--- src/rtl/core/aobt_pkg.sv ---
package aobt_pkg;

    localparam logic [63:0] ONE_Q32    = 64'h0000_0001_0000_0000;
    localparam logic [63:0] HALF_Q32   = 64'h0000_0000_8000_0000;
    localparam logic [63:0] MAX_U64    = 64'hFFFF_FFFF_FFFF_FFFF;
    localparam logic [63:0] LN2_Q32    = 64'd2977044472;
    localparam logic [63:0] LOG2E_Q32  = 64'd6196328019;
    localparam logic [63:0] EXP_LIMIT  = 64'h0000_0040_0000_0000;
    localparam logic [63:0] ROOT_BIT0  = 64'h4000_0000_0000_0000;
    localparam logic [7:0]  DEFAULT_STEPS = 8'd100;
    localparam logic [3:0]  TAYLOR_TERMS  = 4'd12;
    localparam logic [5:0]  ROOT_LAST     = 6'd31;
    localparam logic [5:0]  FDIV_LAST     = 6'd31;
    localparam logic [6:0]  DIV_FULL_ITER  = 7'd64;
    localparam logic [6:0]  DIV_SHORT_ITER = 7'd34;
    localparam int          DIV_SHORT_SHIFT = 30;

    typedef logic [63:0] q32_t;

    function automatic q32_t payoff(input logic put, input q32_t px, input q32_t k);
        q32_t r;
        r = '0;
        if (put)
        begin
            if (k > px)
            begin
                r = k - px;
            end
        end
        else
        begin
            if (px > k)
            begin
                r = px - k;
            end
        end
        return r;
    endfunction

    function automatic q32_t add_sat(input q32_t a, input q32_t b);
        logic [64:0] s;
        s = {1'b0, a} + {1'b0, b};
        return s[64] ? MAX_U64 : s[63:0];
    endfunction

endpackage

--- src/rtl/core/aobt_mul.sv ---
module aobt_mul
    import aobt_pkg::*;
(
    input  logic         clk,
    input  logic         rst_n,
    input  logic         go,
    input  logic [63:0]  a,
    input  logic [63:0]  b,
    output logic         done,
    output logic [127:0] prod
);

    logic [63:0]  a_reg;
    logic [63:0]  b_reg;
    logic [127:0] acc_reg;
    logic [1:0]   cnt_reg;
    logic         run_reg;
    logic         done_reg;
    logic [31:0]  pa;
    logic [31:0]  pb;
    logic [63:0]  pp;
    logic [127:0] pp_sh;

    always_comb
    begin
        pa = cnt_reg[1] ? a_reg[63:32] : a_reg[31:0];
        pb = cnt_reg[0] ? b_reg[63:32] : b_reg[31:0];
        pp = {32'b0, pa} * {32'b0, pb};
        pp_sh = {64'b0, pp} << (7'(cnt_reg[1]) * 7'd32 + 7'(cnt_reg[0]) * 7'd32);
    end

    always_ff @(posedge clk or negedge rst_n)
    begin
        if (!rst_n)
        begin
            run_reg  <= 1'b0;
            done_reg <= 1'b0;
            cnt_reg  <= '0;
        end
        else
        begin
            done_reg <= run_reg && (cnt_reg == 2'd3);
            if (go)
            begin
                run_reg <= 1'b1;
                cnt_reg <= '0;
            end
            else if (run_reg)
            begin
                cnt_reg <= cnt_reg + 2'd1;
                if (cnt_reg == 2'd3)
                begin
                    run_reg <= 1'b0;
                end
            end
        end
    end

    always_ff @(posedge clk)
    begin
        if (go)
        begin
            a_reg   <= a;
            b_reg   <= b;
            acc_reg <= '0;
        end
        else if (run_reg)
        begin
            acc_reg <= acc_reg + pp_sh;
        end
    end

    assign done = done_reg;
    assign prod = acc_reg;

endmodule

--- config.mk ---
export PLATFORM = sky130hd
export DESIGN_NAME = aobt_mul
export DESIGN_NICKNAME = d
export VERILOG_FILES = /design/src/rtl/core/aobt_pkg.sv /design/src/rtl/core/aobt_mul.sv
export SDC_FILE = /design/constraint.sdc
export NUM_CORES = 2
export LEC_CHECK = 0
export ABC_AREA = 0
export BUFFER_PORTS_ARGS = -buffer_cell sky130_fd_sc_hd__buf_4
export CAP_MARGIN = 10
export CORE_MARGIN = 5
export CORE_UTILIZATION = 59
export CTS_BUF_LIST = sky130_fd_sc_hd__clkbuf_16
export DETAILED_ROUTE_END_ITERATION = 6
export PLACE_DENSITY = 0.8
export SETUP_SLACK_MARGIN = 0.3
export SYNTH_ARGS = -nofsm -noshare
export SYNTH_HDL_FRONTEND = slang
export SYNTH_SLANG_ARGS = --single-unit
export TNS_END_PERCENT = 1
--- constraint.sdc ---
create_clock -name clk -period 11.4 [get_ports clk]
set_input_delay 1.14 -clock clk [delete_from_list [all_inputs] [get_ports clk]]
set_output_delay 1.14 -clock clk [all_outputs]
set_load 0.005 [all_outputs]
==> results_dict.tcl <==
set metrics [dict create \
    synthFlopType "edfxtp_1" \
    largest_reg_flops 128 \
    syn_nets 7243 \
    worstPathArrival_ns 11.90 \
    final_cell_mix "902 x inv_1, 893 x buf_4, 887 x fa_1, 835 x nor2_1, 663 x nand2_1" \
    drt_pass1_iterations 7 \
    die_w_um 303 \
    fp-row-count 107 \
    drive_above_1_share_pct 20.3 \
    drtIter0Drc 4940 \
    worstSetupEndpointType "flip-flop" \
    core_um2 85300 \
    criticalPathCategory "flip-flop to flip-flop" \
    fin_ws_ns -0.0355 \
    hold_violations 0 \
    antenna-diode-count 0 \
    grt_antenna_before_repair 6 \
    reg2reg_slack_ns -0.04 \
    crit_slowest_cell "fa_1" \
    grt_overflow_total 0 \
    violations "DRC, setup timing" \
    max_stage_delay_ns 0.56 \
    clockBufferDepth 3 \
    placed_cell_area_um2 58700 \
    clkLatencyLatePin_ns 0.61 \
    grtUsageTotal_pct 41.8 \
    startpoint_type "flip-flop" \
    syn_to_final_growth_pct 21.0 \
    ios 260 \
    wl_um 193000 \
    max_slew_margin_pct 21.2 \
    cts.sinks 260 \
    clkTransAtPathRegs_ns 0.07 \
    maxSlewViolCount 0 \
    syn_area_per_cell_um2 8.72 \
    status "complete, but fails checks" \
    port_buffers 259 \
    synthCells 5824 \
    synth_seq_cells 260 \
    nFillCells 6504 \
    dieHeight_um 303 \
    seq_area_frac_synth_pct 12.8 \
    setup_viol 4 \
    grt_setup_unrepaired "true" \
    path_buf_inv 10 \
    wire_per_inst_um 25.1 \
    initial_core_util_pct 59.6 \
    final_nets 7935 \
    cp_top_family "adder cells" \
    final_common_cell "inv_1" \
    cts_tree "yes" \
    async_flop_share_pct 1.54 \
    grt_max_degree 79 \
    num_vias 46600 \
    die_area_um2 92100 \
    synth_warnings 0 \
    gp_congestion 1.05 \
    fin_skew_ns 0.0225 \
    synth_cell_type_count 95 \
    post-route-min-period_ns 11.44 \
    post-dp-hpwl_um 160000 \
    drtAntennaViolNets 0 \
    drv_cap 0 \
    grt_pass1_wl_um 287000 \
    tightest_slew_ns 1.18 \
    postLayoutCellArea_um2 61500 \
    holdBufCountCts 0 \
    syn_area_um2 50800 \
    clock.fmax_ghz 0.0874 \
    period_share_pct 100 \
    cts_inserted_buffers 36 \
    cts_root_buf "clkbuf_16" \
    synth_edf_count 128 \
    crit_fanout 11 \
    route.detailed.drc 2 \
    vias_per_cell 6.06 \
    grt_pass1_vias 48200 \
    htree_levels 2 \
    fin_setup_tns_ns -0.0988 \
    hold_class "input pin to asynchronous set/reset pin" \
    crit_required_ns 11.87 \
    crit_top_cell "fa_1" \
]
[layer usage]
layer / global-route usage (%) / vias to the layer above / part of all wire, %
li1: - / 19900 / -
met1: 54.9 / 23000 / 37
met2: 63.6 / 2904 / 43
met3: 12.9 / 711 / 13
met4: 20.4 / 8 / 6.4
met5: 0 / - / 0.031
[kinds of logic (layout without fill, tap and decap cells)]
logic type      count (synthesis)  after routing  synth area share (%)
fa+ha+maj                    1288           1288                  45.0
compound gates                857            857                  11.0
simple gates                 1832           1832                  15.0
flops                         260            260                  12.8
mux                           197            197                  4.04
xor+xnor                      182            182                  3.14
buf+inv                      1208           1928                  9.00
[repair_timing]
item,4_1_cts,5_1_grt
setup buffers,22,24
endpoints found under the setup margin,63,81
cloned,3,1
gates resized for setup,66,171
pin swaps,22,57
[per-stage QoR]
step / hold WS [ns] / setup slack, ns / util (%) / cells
after floorplan: 0.459 / 0.324 / - / 5824
after global placement: 0.469 / -0.116 / 68.8 / 7571
after detailed placement: 0.472 / -0.272 / 68.8 / 7571
after CTS: 0.321 / 0.0295 / 71.0 / 7662
after global routing: 0.329 / -0.351 / 72.1 / 7688
final: 0.348 / -0.0355 / 72.1 / 7688
[final timing paths]
kind,from,to,cells after the start
max,cnt_reg[1],prod[119],45
min,rst_n,done,1
max reg2reg,cnt_reg[1],prod[119],45
min in group clk,prod[97],prod[97],2
max in group asynchronous,rst_n,run_reg,1
min reg2reg,prod[97],prod[97],2
[worst reg2reg max path, delay by kind of cell, from the launching register on]
kind	cells	cell delay, ns
and+or+nand+nor	10	1.84
buffers and inverters	10	1.22
adders and majority gates	10	4.62
xor gates and xnor gates	2	0.35
AOI/OAI and AO/OA	11	2.24
muxes	2	0.52
DFF	1	0.50
[cell usage after synthesis (8+ instances only)]
master | n | area (µm²)
a211oi_1 | 16 | 120
a21boi_0 | 11 | 82.6
a21o_1 | 117 | 878
a21oi_1 | 261 | 1310
a22o_1 | 15 | 131
a31oi_1 | 13 | 81.3
and2_1 | 51 | 319
and3_1 | 18 | 113
and4_1 | 9 | 78.8
buf_1 | 23 | 86.3
buf_2 | 23 | 115
clkbuf_1 | 257 | 965
dfxtp_1 | 128 | 2560
edfxtp_1 | 128 | 3840
fa_1 | 897 | 18000
ha_1 | 391 | 4890
inv_1 | 902 | 3390
mux2_2 | 64 | 721
mux2i_1 | 132 | 1320
nand2_1 | 665 | 2500
nand2b_1 | 27 | 169
nand3_1 | 37 | 185
nand4_1 | 81 | 507
nor2_1 | 853 | 3200
nor2b_1 | 18 | 113
nor3_1 | 27 | 135
nor4_1 | 8 | 50.1
o211ai_1 | 11 | 82.6
o21a_1 | 20 | 150
o21ai_0 | 183 | 916
o21ai_1 | 16 | 80.1
o21bai_1 | 46 | 345
o22ai_1 | 32 | 200
o31ai_1 | 13 | 97.6
or3_1 | 18 | 113
xnor2_1 | 112 | 981
xor2_1 | 70 | 613
[final cells by class]
cell class	count	area, µm²	share of cell area (%)
clock inverter	27	317	0.515
inverter	903	3390	5.51
clock buffer	39	976	1.59
timing repair buffer	959	8010	13.0
sequential	260	6520	10.6
tap	1144	1430	2.33
multi-input combinational	4356	40800	66.4
Power is not shown: default switching activity piles up to over one toggle a cycle in this logic, so the estimate is an artifact.
