File: src/rtl/core/aobt_pkg.sv
package aobt_pkg;

    localparam logic [63:0] ONE_Q32    = 64'h0000_0001_0000_0000;
    localparam logic [63:0] HALF_Q32   = 64'h0000_0000_8000_0000;
    localparam logic [63:0] MAX_U64    = 64'hFFFF_FFFF_FFFF_FFFF;
    localparam logic [63:0] LN2_Q32    = 64'd2977044472;
    localparam logic [63:0] LOG2E_Q32  = 64'd6196328019;
    localparam logic [63:0] EXP_LIMIT  = 64'h0000_0040_0000_0000;
    localparam logic [63:0] ROOT_BIT0  = 64'h4000_0000_0000_0000;
    localparam logic [7:0]  DEFAULT_STEPS = 8'd100;
    localparam logic [3:0]  TAYLOR_TERMS  = 4'd12;
    localparam logic [5:0]  ROOT_LAST     = 6'd31;
    localparam logic [5:0]  FDIV_LAST     = 6'd31;
    localparam logic [6:0]  DIV_FULL_ITER  = 7'd64;
    localparam logic [6:0]  DIV_SHORT_ITER = 7'd34;
    localparam int          DIV_SHORT_SHIFT = 30;

    typedef logic [63:0] q32_t;

    function automatic q32_t payoff(input logic put, input q32_t px, input q32_t k);
        q32_t r;
        r = '0;
        if (put)
        begin
            if (k > px)
            begin
                r = k - px;
            end
        end
        else
        begin
            if (px > k)
            begin
                r = px - k;
            end
        end
        return r;
    endfunction

    function automatic q32_t add_sat(input q32_t a, input q32_t b);
        logic [64:0] s;
        s = {1'b0, a} + {1'b0, b};
        return s[64] ? MAX_U64 : s[63:0];
    endfunction

endpackage

File: src/rtl/core/aobt_div.sv
module aobt_div
    import aobt_pkg::*;
#(
    parameter int DEN_W = 8
)
(
    input  logic             clk,
    input  logic             rst_n,
    input  logic             go,
    input  logic [63:0]      num,
    input  logic [DEN_W-1:0] den,
    input  logic             short_mode,
    output logic             done,
    output logic [63:0]      quo
);

    logic [63:0]      sh_reg;
    logic [63:0]      q_reg;
    logic [DEN_W-1:0] rem_reg;
    logic [DEN_W-1:0] den_reg;
    logic [6:0]       cnt_reg;
    logic             run_reg;
    logic             done_reg;
    logic [DEN_W:0]   trial;
    logic             fit;

    always_comb
    begin
        trial = {rem_reg, sh_reg[63]};
        fit   = trial >= {1'b0, den_reg};
    end

    always_ff @(posedge clk or negedge rst_n)
    begin
        if (!rst_n)
        begin
            run_reg  <= 1'b0;
            done_reg <= 1'b0;
            cnt_reg  <= '0;
        end
        else
        begin
            done_reg <= run_reg && (cnt_reg == 7'd1);
            if (go)
            begin
                run_reg <= 1'b1;
                cnt_reg <= short_mode ? DIV_SHORT_ITER : DIV_FULL_ITER;
            end
            else if (run_reg)
            begin
                cnt_reg <= cnt_reg - 7'd1;
                if (cnt_reg == 7'd1)
                begin
                    run_reg <= 1'b0;
                end
            end
        end
    end

    always_ff @(posedge clk)
    begin
        if (go)
        begin
            sh_reg  <= short_mode ? (num << DIV_SHORT_SHIFT) : num;
            q_reg   <= '0;
            rem_reg <= '0;
            den_reg <= den;
        end
        else if (run_reg)
        begin
            sh_reg <= sh_reg << 1;
            q_reg  <= {q_reg[62:0], fit};
            if (fit)
            begin
                rem_reg <= DEN_W'(trial - {1'b0, den_reg});
            end
            else
            begin
                rem_reg <= DEN_W'(trial);
            end
        end
    end

    assign done = done_reg;
    assign quo  = q_reg;

endmodule

File: config.mk
export PLATFORM = sky130hd
export DESIGN_NAME = aobt_div
export DESIGN_NICKNAME = d
export VERILOG_FILES = /design/src/rtl/core/aobt_pkg.sv /design/src/rtl/core/aobt_div.sv
export SDC_FILE = /design/constraint.sdc
export NUM_CORES = 1
export LEC_CHECK = 0
export ABC_AREA = 1
export BUFFER_PORTS_ARGS = -buffer_cell sky130_fd_sc_hd__buf_2
export CAP_MARGIN = 20
export CORE_AREA = 2 2 123 125
export DETAILED_ROUTE_END_ITERATION = 12
export DIE_AREA = 0 0 125 127
export PLACE_DENSITY = 0.67
export SLEW_MARGIN = 30
export SYNTH_ARGS = -nofsm -noshare
export SYNTH_HDL_FRONTEND = slang
export SYNTH_SLANG_ARGS = --single-unit
File: constraint.sdc
create_clock -name clk -period 3.85 [get_ports clk]
set_input_delay 0.385 -clock clk [delete_from_list [all_inputs] [get_ports clk]]
set_output_delay 0.385 -clock clk [all_outputs]
set_load 0.01 [all_outputs]
==> results.md <==
- Power spread over the standard cell area amounts to approximately 540 mW/mm².
- The initial standard-cell utilization of the core is 0.445.
- The clock buffer count from CTS is 17.
- The worst path needs 2.20 ns of the cycle, external delays included.
- The static leakage power is ~3.5 nW.
- The largest clock skew in the final design is approximately 0.0057 ns.
- The worst setup path category is register to register.
- In this run the most used layer during global routing was met2.
- The number of global-route vias before repair is 4628.
- The share of total power in the clock network is 0.365.
- The post-CTS setup-driven buffer insertion count is 0.
- The maximum clock frequency is around 450 MHz.
- The hold violation count in the final report is 0.
- The number of port buffers is 140.
- For this run, the number of Yosys warnings is 0.
- The count of mapped cells out of synthesis is between 600 and 700.
- Setup repair after global routing left no endpoint under its margin.
- The area of combinational cells with multiple inputs is between 0.0015 and 0.002 mm².
- The mapped cell area is 0.00642 mm².
- The commonest non-fill, non-tap cell in the layout is sky130_fd_sc_hd__buf_2.
- The arrival time at the worst endpoint is 2.31 ns.
- The adder-cell share of the synthesized area is 0.0226.
- For met1 alone, demand over resource in global routing was 0.232.
- The type of the worst min-delay path is primary input to register.
- The total grt overflow is 0.
- The root cell of the clock tree is sky130_fd_sc_hd__clkbuf_16.
- The final-layout fill cell count is ~1300.
- The final worst slack is 1.65 ns.
- The placeable core area is between 0.01 and 0.015 mm².
- IR analysis of the VDD net gives a maximum drop of ~360 µV.
- The transition time at the pin with the least slew margin is 0.830 ns.
- The CTS tree is done.
- The number of sinks handled by clock tree synthesis is 153.
- The switching part of the total power is 0.288.
- The number of vias per cell is approximately 4.9.
- The cell total after placement is between 900 and 1000.
- Of the post-synthesis cell area, the dominant cell type holds 0.337.
- Of the total synthesized cell area, the portion taken by AND, OR, NAND and NOR gates is 0.127.
- In the synthesized netlist the async set-or-reset flop fraction comes to 0.0588.
- The tool flagged a number of max-cap violations equal to 0.
- The area fraction in compound gates after synthesis came to 0.148.
- The internal power of the cells is ~3.0 mW.
- The die covers approximately 0.016 mm².
- The antenna violation net count after detailed routing is 0.
- The initial antenna violation count is 2.
- The relative slew slack is 0.443.
- The post-route setup TNS is 0 ns.
- The global routing met2 resource utilization is 0.277.
- Before antenna repair, the detailed router went through 5 iterations.
- The final worst-path cycle share is 0.572.
- Setup violations remaining at the end of the flow were counted as 0.
- Summed over all nets, the half-perimeter wirelength after detailed placement is a little over 9000 µm.
- Sorting the synthesized cells by area gives the leading types as sky130_fd_sc_hd__edfxtp_1, sky130_fd_sc_hd__dfxtp_1, sky130_fd_sc_hd__nand2_1, sky130_fd_sc_hd__inv_1, sky130_fd_sc_hd__o22ai_1.
- The run finished with clean final reports.
- The share of power burned in combinational logic is 0.166.
- The net count of the finished layout is roughly 900.
- Clock-pin slew was measured on the worst setup and hold paths at 0.06 ns.
- The share of synthesized area occupied by flip-flops and latches is 0.597.
- The largest total area in the synthesized netlist belongs to sky130_fd_sc_hd__edfxtp_1.
- The post-detailed-route wirelength per cell is ~14 µm.
- The count of final max-slew check failures is 0.
- In this run the power spent charging and discharging nets is 1.21 mW.
- roughly 140 I/O pins were placed.
- Summing over every cut layer, the via total after detailed routing is ~5000.
- Leaving out fill and tap cells, the most frequent cells in the layout are sky130_fd_sc_hd__buf_2, sky130_fd_sc_hd__nand2_1, sky130_fd_sc_hd__inv_1.
- Averaged over all synthesized cells, the footprint is ~9.4 µm².
- The number of enable-type register cells in the synthesized netlist is 72.
- The die extent in y is 127 µm.
- The synthesized design contains 153 register bits.
- STA classifies the critical path endpoint as a register.
- At the end of routability-driven placement, the weighted congestion stood at 0.845.
- The signed area change from the synthesized netlist to the final layout is 21.6%.
- The number of levels in the clock H-tree is 4.
- After floorplanning, the core was divided into 44 placement rows.
- The clock reaches the later pin of the worst-skew pair after 0.42 ns.
- Of the total synthesized cell area, the portion taken by XOR and XNOR cells is 0.00136.
- Of the total power, registers draw 0.469.
- The most used flip-flop cell after synthesis is sky130_fd_sc_hd__edfxtp_1.
- The fraction of layout instances using a drive strength above 1 is 0.232.
- The wire length of the first global-routing pass is about 22000 µm.
- For this block, the initial DRC count from the detailed router was ~400.
- The fraction of met3 tracks used by global routing is 0.0486.
- The dominant combinational cell family by area after synthesis is compound AO/OA/AOI/OAI gates.
- The multiplexer share of the synthesized area is 0.
- The area taken by flip-flops and latches is 0.00383 mm².
- Of all nets on the critical path, the largest fanout is between 60 and 70.
- The width of the die is 125 µm.
- Entering global routing, the biggest net connects 70 pins.
- The worst setup path is launched from a register.
- The critical path data required time is slightly below 4 ns.
- After synthesis, the netlist uses 34 different library cells.
- The clock passes through at most 2 buffers.
- After detailed routing, the number of remaining DRC violations is 0.
- The finished layout holds a little over 1000 standard cells, fillers aside.
- The number of nets in the synthesized netlist is 768.
- The worst hold-check slack is between 0.1 and 0.15 ns.
- The total routed wirelength is roughly 14000 µm.
- Across every metal layer, demand over resource in global routing totals 0.176.
- OpenSTA, run right after detailed placement, puts the worst setup slack at about 1.6 ns.
## worst max-delay path, stage by stage, from the launching register on
cell and delay, ns:
sky130_fd_sc_hd__dfrtp_1 0.78, sky130_fd_sc_hd__nor2_4 0.13, sky130_fd_sc_hd__inv_4 0.56, sky130_fd_sc_hd__buf_4 0.37
## power groups by stage
| stage | Clock (mW) | Sequential (mW) | Combinational (mW) |
|---|---|---|---|
| 3_3_place_gp | 0 | 1.99 | 0.693 |
| 6_report | 1.53 | 1.96 | 0.697 |
| 3_5_place_dp | 0 | 1.99 | 0.701 |
| 5_1_grt | 1.64 | 1.98 | 0.809 |
| 4_1_cts | 1.56 | 1.96 | 0.704 |
| 2_1_floorplan | 0 | 1.97 | 0.547 |
## Yosys cell counts, drive strengths merged (4+ instances only)
library cell  instances
o221ai                5
o21ai                40
dfrtp                 9
nor2                 26
nand2               142
o211ai               33
nand3                17
edfxtp               72
nand4                 4
inv                 134
ha                   10
a21oi                13
buf                  19
clkbuf               14
dfxtp                72
o22ai                61
nor3                  4
## final cells by class
type	instances	area share
inverter	134	0.0654
clock buffer	17	0.0545
tap	184	0.0295
timing repair buffer	147	0.0984
multi-input combinational	361	0.246
antenna	1	0.000321
sequential	153	0.491
clock inverter	15	0.0154
## path summary, 6_finish.rpt
kind	start	cells after the start	slack, ns	endpoint
setup / recovery	run_reg	3	1.65	sh_reg[16]
hold / removal	den[6]	1	0.15	den_reg[6]
setup reg to reg	run_reg	3	1.65	sh_reg[16]
hold reg to reg	quo[63]	2	0.48	quo[63]
max in group asynchronous	rst_n	2	3.29	cnt_reg[4]
min in group asynchronous	rst_n	2	0.37	cnt_reg[2]
## logic make-up after synthesis
family / count (synthesis)
buffers and inverters: 167
XOR/XNOR: 1
AO/OA/AOI/OAI: 153
flip-flops: 153
adder cells (fa/ha/maj): 11
AND/OR/NAND/NOR: 196
## metrics by stage
step,total power [mW],util,instance area [µm²]
2_1_floorplan,2.51,-,6420
3_3_place_gp,2.68,0.502,7250
5_1_grt,4.43,0.541,7800
6_report,4.19,0.541,7800
4_1_cts,4.22,0.541,7800
3_5_place_dp,2.70,0.502,7250
## what timing repair did
item / in CTS / in global routing
gates resized for setup: 0 / 0
setup endpoints to repair: 0 / 0
endpoints found under the hold margin: 9 / 0
hold buffers: 1 / 0
## per-layer routing
layer	wire, µm	up-vias
met5	13	-
met4	260	2
met3	783	20
met2	6520	139
met1	6240	2246
li1	-	2556
Note: power is estimated with default switching activity, not from simulation.
